[src/hdl/rbws_pkg.sv]
// ----------------------------------------------------------------------------
// Ring buffer window sum package
// Shared sizes, item kind codes and the command and status bundles that pass
// between the controller and the datapath.
// ----------------------------------------------------------------------------
`default_nettype none

package rbws_pkg;

   localparam int unsigned DEPTH        = 64;
   localparam int unsigned ADDR_WIDTH   = $clog2(DEPTH);
   localparam int unsigned COUNT_WIDTH  = $clog2(DEPTH + 1);
   localparam int unsigned SAMPLE_WIDTH = 32;
   localparam int unsigned LEN_WIDTH    = 7;
   localparam int unsigned KIND_WIDTH   = 2;
   localparam int unsigned CMP_WIDTH    =
      (COUNT_WIDTH > LEN_WIDTH) ? COUNT_WIDTH : LEN_WIDTH;
   localparam int unsigned REQ_DATA_WIDTH =
      ((SAMPLE_WIDTH + LEN_WIDTH + 7) / 8) * 8;

   localparam logic [KIND_WIDTH-1:0] KIND_ADD   = 2'd0;
   localparam logic [KIND_WIDTH-1:0] KIND_CLEAR = 2'd1;
   localparam logic [KIND_WIDTH-1:0] KIND_QUERY = 2'd2;

   typedef struct packed {
      logic add_sample;
      logic clear_count;
      logic start_query;
      logic issue_read;
      logic load_result;
   } cmd_type;

   typedef struct packed {
      logic remaining_zero;
      logic rsp_busy;
   } status_type;

endpackage

`default_nettype wire

[src/hdl/ring_buffer_window_sum.sv]
// ----------------------------------------------------------------------------
// Ring buffer window sum
// Keeps the newest signed 32-bit samples in a ring and returns the wrapping
// total of the newest ones on request.
//
// The request channel carries one item per handshake: tuser holds the kind
// (add, clear or query), tdata holds the sample and the window length. An add
// stores the sample and a clear empties the ring; neither of the two gives
// a result. A query returns one item on the response channel with the total
// of the newest min(window_length, fill) samples.
// A query of n samples reads the sample memory one entry per cycle through
// its single read port; the block takes no new item until the total of that
// query has been loaded into the result register.
// The result register lets the next item be accepted while a total waits;
// a further query holds its total until the receiver takes the pending one.
// Reset empties the ring and drops any pending result; the block is ready
// in the first cycle after reset.
// ----------------------------------------------------------------------------
`default_nettype none

module ring_buffer_window_sum (
   input  wire logic                                    clock,
   input  wire logic                                    reset,
   input  wire logic                                    req_tvalid,
   output logic                                         req_tready,
   // Fields from bit 0: sample[31:0], window_length[38:32], zero fill.
   input  wire logic [rbws_pkg::REQ_DATA_WIDTH-1:0]     req_tdata,
   // Fields from bit 0: kind[1:0].
   input  wire logic [rbws_pkg::KIND_WIDTH-1:0]         req_tuser,
   output logic                                         rsp_tvalid,
   input  wire logic                                    rsp_tready,
   // Fields from bit 0: total[31:0].
   output logic [rbws_pkg::SAMPLE_WIDTH-1:0]            rsp_tdata
);

   rbws_pkg::cmd_type    cmd;
   rbws_pkg::status_type status;

   logic signed [rbws_pkg::SAMPLE_WIDTH-1:0] sample;
   logic [rbws_pkg::LEN_WIDTH-1:0]           window_length;
   logic signed [rbws_pkg::SAMPLE_WIDTH-1:0] total;

   assign sample        = req_tdata[rbws_pkg::SAMPLE_WIDTH-1:0];
   assign window_length =
      req_tdata[rbws_pkg::SAMPLE_WIDTH +: rbws_pkg::LEN_WIDTH];
   assign rsp_tdata     = total;

   rbws_ctrl u_ctrl (
      .clock      (clock),
      .reset      (reset),
      .req_tvalid (req_tvalid),
      .req_tready (req_tready),
      .kind       (req_tuser),
      .status     (status),
      .cmd        (cmd)
   );

   rbws_datapath u_datapath (
      .clock         (clock),
      .reset         (reset),
      .cmd           (cmd),
      .status        (status),
      .sample        (sample),
      .window_length (window_length),
      .rsp_tvalid    (rsp_tvalid),
      .rsp_tready    (rsp_tready),
      .total         (total)
   );

endmodule

`default_nettype wire

[src/hdl/rbws_datapath.sv]
// ----------------------------------------------------------------------------
// Ring buffer window sum datapath
// Sample memory, write position, fill count, read walker, accumulator and the
// result register.
// ----------------------------------------------------------------------------
`default_nettype none

module rbws_datapath (
   input  wire logic                                  clock,
   input  wire logic                                  reset,
   input  wire rbws_pkg::cmd_type                     cmd,
   output rbws_pkg::status_type                       status,
   input  wire logic signed [rbws_pkg::SAMPLE_WIDTH-1:0] sample,
   input  wire logic [rbws_pkg::LEN_WIDTH-1:0]        window_length,
   output logic                                       rsp_tvalid,
   input  wire logic                                  rsp_tready,
   output logic signed [rbws_pkg::SAMPLE_WIDTH-1:0]   total
);

   logic [rbws_pkg::SAMPLE_WIDTH-1:0] mem [rbws_pkg::DEPTH];

   logic [rbws_pkg::ADDR_WIDTH-1:0]   wr_pos_ff,    wr_pos_in;
   logic [rbws_pkg::COUNT_WIDTH-1:0]  fill_ff,      fill_in;
   logic [rbws_pkg::ADDR_WIDTH-1:0]   rd_pos_ff,    rd_pos_in;
   logic [rbws_pkg::COUNT_WIDTH-1:0]  remaining_ff, remaining_in;
   logic [rbws_pkg::SAMPLE_WIDTH-1:0] rd_data_ff;
   logic                              rd_valid_ff,  rd_valid_in;
   logic [rbws_pkg::SAMPLE_WIDTH-1:0] acc_ff,       acc_in;
   logic [rbws_pkg::SAMPLE_WIDTH-1:0] total_ff;
   logic                              rsp_valid_ff, rsp_valid_in;

   logic [rbws_pkg::CMP_WIDTH-1:0]    len_ext;
   logic [rbws_pkg::CMP_WIDTH-1:0]    fill_ext;
   logic [rbws_pkg::ADDR_WIDTH-1:0]   wr_next;

   localparam logic [rbws_pkg::ADDR_WIDTH-1:0] LastAddr =
      rbws_pkg::ADDR_WIDTH'(rbws_pkg::DEPTH - 1);
   localparam logic [rbws_pkg::COUNT_WIDTH-1:0] FullCount =
      rbws_pkg::COUNT_WIDTH'(rbws_pkg::DEPTH);

   always_comb begin
      len_ext  = rbws_pkg::CMP_WIDTH'(window_length);
      fill_ext = rbws_pkg::CMP_WIDTH'(fill_ff);
      wr_next  = (wr_pos_ff == LastAddr) ? '0 : wr_pos_ff + 1'b1;

      wr_pos_in = wr_pos_ff;
      fill_in   = fill_ff;
      if (cmd.add_sample) begin
         wr_pos_in = wr_next;
         if (fill_ff != FullCount) begin
            fill_in = fill_ff + 1'b1;
         end
      end
      if (cmd.clear_count) begin
         fill_in = '0;
      end

      rd_pos_in    = rd_pos_ff;
      remaining_in = remaining_ff;
      rd_valid_in  = 1'b0;
      if (cmd.start_query) begin
         rd_pos_in    = wr_pos_ff;
         remaining_in = (len_ext < fill_ext) ?
                        rbws_pkg::COUNT_WIDTH'(len_ext) : fill_ff;
      end else if (cmd.issue_read) begin
         rd_pos_in    = (rd_pos_ff == '0) ? LastAddr : rd_pos_ff - 1'b1;
         remaining_in = remaining_ff - 1'b1;
         rd_valid_in  = 1'b1;
      end

      acc_in = acc_ff;
      if (cmd.start_query) begin
         acc_in = '0;
      end else if (rd_valid_ff) begin
         acc_in = acc_ff + rd_data_ff;
      end

      rsp_valid_in = cmd.load_result | (rsp_valid_ff & ~rsp_tready);
   end

   always_ff @(posedge clock) begin
      if (cmd.add_sample) begin
         mem[wr_next] <= sample;
      end
      if (cmd.issue_read) begin
         rd_data_ff <= mem[rd_pos_ff];
      end
   end

   always_ff @(posedge clock) begin
      if (reset) begin
         wr_pos_ff    <= '0;
         fill_ff      <= '0;
         remaining_ff <= '0;
         rd_valid_ff  <= 1'b0;
         rsp_valid_ff <= 1'b0;
      end else begin
         wr_pos_ff    <= wr_pos_in;
         fill_ff      <= fill_in;
         remaining_ff <= remaining_in;
         rd_valid_ff  <= rd_valid_in;
         rsp_valid_ff <= rsp_valid_in;
      end
   end

   always_ff @(posedge clock) begin
      rd_pos_ff <= rd_pos_in;
      acc_ff    <= acc_in;
      if (cmd.load_result) begin
         total_ff <= acc_ff;
      end
   end

   always_comb begin
      status.remaining_zero = (remaining_ff == '0);
      status.rsp_busy       = rsp_valid_ff & ~rsp_tready;
   end

   assign rsp_tvalid = rsp_valid_ff;
   assign total      = total_ff;

   a_fill_bounded: assert property (@(posedge clock) disable iff (reset)
      fill_ff <= FullCount)
      else $error("Fill count exceeds the ring depth.");

   a_no_overwrite: assert property (@(posedge clock) disable iff (reset)
      cmd.load_result |-> !(rsp_valid_ff && !rsp_tready))
      else $error("Result register loaded while a result is still pending.");

   a_read_in_range: assert property (@(posedge clock) disable iff (reset)
      cmd.issue_read |-> remaining_ff != '0)
      else $error("Read issued past the end of the window.");

   a_query_starts_clean: assert property (@(posedge clock) disable iff (reset)
      cmd.start_query |=> acc_ff == '0 && !rd_valid_ff)
      else $error("Accumulator not cleared at the start of a query.");

endmodule

`default_nettype wire

[src/hdl/rbws_ctrl.sv]
// ----------------------------------------------------------------------------
// Ring buffer window sum controller
// Accepts items, steps the datapath through a query and hands the total to
// the result register.
// ----------------------------------------------------------------------------
`default_nettype none

module rbws_ctrl (
   input  wire logic                              clock,
   input  wire logic                              reset,
   input  wire logic                              req_tvalid,
   output logic                                   req_tready,
   input  wire logic [rbws_pkg::KIND_WIDTH-1:0]   kind,
   input  wire rbws_pkg::status_type              status,
   output rbws_pkg::cmd_type                      cmd
);

   localparam logic [1:0] StIdle   = 2'd0;
   localparam logic [1:0] StSum    = 2'd1;
   localparam logic [1:0] StFinish = 2'd2;

   logic [1:0] state_ff, state_in;
   logic       accept;

   always_comb begin
      req_tready = (state_ff == StIdle);
      accept     = req_tvalid & req_tready;
      cmd        = '0;
      state_in   = state_ff;
      case (state_ff)
         StIdle: begin
            if (accept) begin
               case (kind)
                  rbws_pkg::KIND_ADD:   cmd.add_sample  = 1'b1;
                  rbws_pkg::KIND_CLEAR: cmd.clear_count = 1'b1;
                  rbws_pkg::KIND_QUERY: begin
                     cmd.start_query = 1'b1;
                     state_in        = StSum;
                  end
                  default: ;
               endcase
            end
         end
         StSum: begin
            if (status.remaining_zero) begin
               state_in = StFinish;
            end else begin
               cmd.issue_read = 1'b1;
            end
         end
         StFinish: begin
            if (!status.rsp_busy) begin
               cmd.load_result = 1'b1;
               state_in        = StIdle;
            end
         end
         default: state_in = StIdle;
      endcase
   end

   always_ff @(posedge clock) begin
      if (reset) begin
         state_ff <= StIdle;
      end else begin
         state_ff <= state_in;
      end
   end

endmodule

`default_nettype wire

[config.mk]
export PLATFORM = sky130hd
export DESIGN_NAME = ring_buffer_window_sum
export DESIGN_NICKNAME = d
export VERILOG_FILES = /design/src/hdl/rbws_pkg.sv /design/src/hdl/ring_buffer_window_sum.sv /design/src/hdl/rbws_datapath.sv /design/src/hdl/rbws_ctrl.sv
export SDC_FILE = /design/constraint.sdc
export NUM_CORES = 2
export LEC_CHECK = 0
export BUFFER_PORTS_ARGS = -buffer_cell sky130_fd_sc_hd__buf_2
export CORE_AREA = 4 4 438 440
export CTS_CLUSTER_SIZE = 20
export DETAILED_ROUTE_END_ITERATION = 7
export DIE_AREA = 0 0 442 444
export PLACE_DENSITY = 0.61
export SETUP_SLACK_MARGIN = 0.5
export SLEW_MARGIN = 10
export SYNTH_ARGS = -nofsm -noshare
export SYNTH_HDL_FRONTEND = slang
export SYNTH_SLANG_ARGS = --single-unit
[constraint.sdc]
create_clock -name clock -period 11.1 [get_ports clock]
set_input_delay 2.22 -clock clock [delete_from_list [all_inputs] [get_ports clock]]
set_output_delay 2.22 -clock clock [all_outputs]
set_load 0.1 [all_outputs]
==> run_results.csv <==
group,metric,value,unit
yosys,synth_edf_count,2118,
clocking,cts.clk_slew.worst_paths,60,ps
timing,fin_setup_tns,0,ps
clocking,numCtsBuffers,213,
floorplanning,pin_count,80,
setup_path,critPathMaxFanout,19,
outcome,status,"complete, no violations",
detailed_routing,vias,39000,
setup_path,required,11580,ps
placement,hpwl,111100,µm
hold_path,min_from,"u_datapath.acc_ff[0]",
cells_and_area,syn_to_final_growth,12.98,%
timing,worst_pin_slew,1297,ps
cells_and_area,utilization,50.77,%
clocking,holdBufCountCts,0,
floorplanning,coreArea,0.1876,mm²
setup_path,slowest_delay,860,ps
hold_path,hold_class,"flop to flop",
setup_path,timing.rr.end,"u_datapath.rd_data_ff[12]",
yosys,yosysTopAreaCell,"edfxtp_1",
pwr,p_switching,3.738,mW
cells_and_area,fin_nets,3997,
clocking,cts_buffer_depth,3,
setup_path,startpoint_type,"primary input",
timing,clock_skew,33.22,ps
job,drv_cap,0,
cells_and_area,mostFrequentLayoutCells,"edfxtp_1, mux4_2, clkbuf_16",
pwr,pwr-share-clk,41.0,%
setup_path,crit_type,"primary input to flop",
yosys,ys_async_sr_fraction,0,%
placement,dpl.cell_count,6186,
setup_path,worst-path-buf-inv,2,
yosys,synth_top_area_share,75.45,%
cells_and_area,drive_above_1_share,29.37,%
setup_path,path_cells,"buf_2 > nand2_1 > nor2_1 > nand2_1 > nor3_1 > nand3_1 > nor2_4 > buf_4",
detailed_routing,wirelength,200800,µm
placement,dpl_cell_area,0.08838,mm²
setup_path,cp-end-kind,"flop",
detailed_routing,drtIter0Drc,4213,
detailed_routing,post-route-drc-count,0,
clocking,post_cts_buffers,0,
detailed_routing,vias_per_cell,5.919,
setup_path,rrSetupSlack,6350,ps
detailed_routing,drtPass1Iterations,5,
global_routing,antenna_found_initial,22,
clocking,root_buffer,"clkbuf_16",
hold_path,holdPathEnd,"u_datapath.total[0]",
timing,fin_crit_sh,46.29,%
floorplanning,die_x,442,µm
floorplanning,rows,159,
global_routing,grt_pass1_vias,39400,
clocking,cts_max_level,4,
yosys,netlist_instances,3694,
pwr,pwr-share-seq,53.0,%
setup_path,critPathMostFrequentCell,"nand2_1",
yosys,synth.distinct_cells,61,
yosys,synthFlopType,"edfxtp_1",
cells_and_area,layoutNonFillerInstCount,6590,
timing,setup_ws,5962,ps
yosys,yosysWarnings,0,
floorplanning,dieArea,0.1962,mm²
floorplanning,die_h,444,µm
setup_path,timing.rr.start,"u_datapath.rd_pos_ff[0]",
timing,slew_headroom,13.51,%
yosys,postSynthAreaPerCell,22.82,µm²
pwr,netSwitchingFraction,21.78,%
placement,pre_cts_ws,5205,ps
yosys,ys_seq_area_share,76.78,%
yosys,syn-cell-area,0.08430,mm²
pwr,finalPower,17.16,mW
cells_and_area,final_cell_area,0.09524,mm²
yosys,synthTopCellsByArea,"edfxtp_1, mux4_2, dfxtp_1",
setup_path,path_delay_family,"simple AND/OR/NAND/NOR gates",
clocking,ctsResizeCount,0,
timing,drv_slew,0,
hold_path,worstHoldPathCells,0,
global_routing,gr-total-overflow,0,
timing,period_minus_slack,5138,ps
timing,hold_slack,477.4,ps
timing,rsz0062_at_grt,"no",
clocking,cts_tree,"built",
yosys,ys_ff_latch,2174,
timing,fmax,194.6,MHz
floorplanning,start_util,44.94,%
placement,place_congestion,0.8225,
global_routing,grt_usage,20.36,%
placement,port_buffers,78,
setup_path,slowest_stage,"nor2_4",
pwr,p_int,13.42,mW
clocking,cts.sinks,2174,
global_routing,grt_max_degree,121,
pwr,pwr_density_cell,180.2,mW/mm²
clocking,clock_latency,840,ps
cells_and_area,fillCellCount,14560,
detailed_routing,antenna_left,0,
pwr,cellLeakagePower,29.63,nW
setup_path,cp.arrival,5620,ps
timing,hold_viol,0,
global_routing,grt_pass1_wl,288900,µm
pwr,p_comb_share,6.1,%
setup_path,worstRegToRegCells,6,
yosys,syn_nets,3785,
timing,setup_viol,0,
detailed_routing,avgRoutedWirePerCell,30.47,µm
cells_and_area,layout_commonest_cell,"edfxtp_1",
pwr,vdd_drop_max,0.0001688,V
## per-layer routing
| layer | up-vias | wire, µm | GRT usage, % |
|---|---|---|---|
| met3 | 245 | 12960 | 3.684 |
| met5 | - | 13 | 0 |
| met2 | 1263 | 97650 | 32.52 |
| met4 | 2 | 4124 | 5.019 |
| li1 | 16150 | - | - |
| met1 | 21340 | 86040 | 29.40 |
## kinds of logic after synthesis
group                      count (synthesis)  share of synthesized area, %
adders and majority gates                 45                        0.6768
and+or+nand+nor                          294                         1.536
buffers and inverters                    209                         1.083
AOI/OAI and AO/OA                        209                         1.581
DFF                                     2174                         76.78
xor gates and xnor gates                  45                        0.4675
muxes                                    718                         17.88
## worst max path at each step
stage	start	to	slack (ps)	cells after the start
4_1_cts	req_tvalid	u_datapath.mem[55][22]	6080	8
3_5_place_dp	req_tvalid	u_datapath.mem[55][22]	5210	8
6_report	req_tvalid	u_datapath.mem[55][22]	5960	8
5_1_grt	req_tvalid	u_datapath.mem[55][28]	5830	8
3_3_place_gp	req_tvalid	u_datapath.mem[51][23]	5270	8
2_1_floorplan	req_tvalid	u_datapath.mem[7][0]	5970	6
## Yosys cell counts (6+ instances only)
cell type	number
xor2_1	14
nand3_1	18
o21ai_1	7
dfxtp_1	56
o22ai_1	12
o21ai_0	34
nand4_1	7
buf_1	35
xnor2_1	31
nor4_1	6
a211oi_1	12
a221oi_1	6
a21oi_1	71
buf_2	46
inv_1	21
ha_1	44
edfxtp_1	2118
mux4_2	629
a21o_1	17
nand2b_1	7
a31oi_1	9
nor2_1	159
mux2_2	13
o221ai_1	12
mux2i_1	76
nor2b_1	10
nand2_1	48
nor3_1	16
clkbuf_1	87
buf_4	19
## power by group through the flow
stage          Sequential, mW  Clock, mW  Combinational [mW]
3_3_place_gp             9.27          0                1.03
6_report                 9.09       7.03                1.04
5_1_grt                  9.09       7.52                1.12
2_1_floorplan            9.26          0               0.650
3_5_place_dp             9.27          0                1.05
4_1_cts                  9.09       7.17                1.05
## flip-flops by register name (all words and copies together) (netlist names)
name and count:
u_datapath.mem 2048, u_datapath.acc_ff 32, u_datapath.rd_data_ff 32, u_datapath.total 32
u_datapath.fill_ext 7, u_datapath.remaining_ff 7, u_datapath.rd_pos_ff 6, u_datapath.wr_pos_ff 6
u_ctrl.state_ff 2, u_datapath.rd_valid_ff 1, u_datapath.rsp_tvalid 1
## final cells by class
cell class	count	area, µm²	area share, %
clock buffer	272	5603	5.883
tap	2495	3122	3.278
multi-input combinational	1311	19180	20.14
sequential	2174	64720	67.96
timing repair buffer	184	1281	1.345
clock inverter	123	1225	1.286
antenna	9	22.52	0.02365
inverter	22	82.58	0.08671
Note: power is estimated with default switching activity, not from simulation.
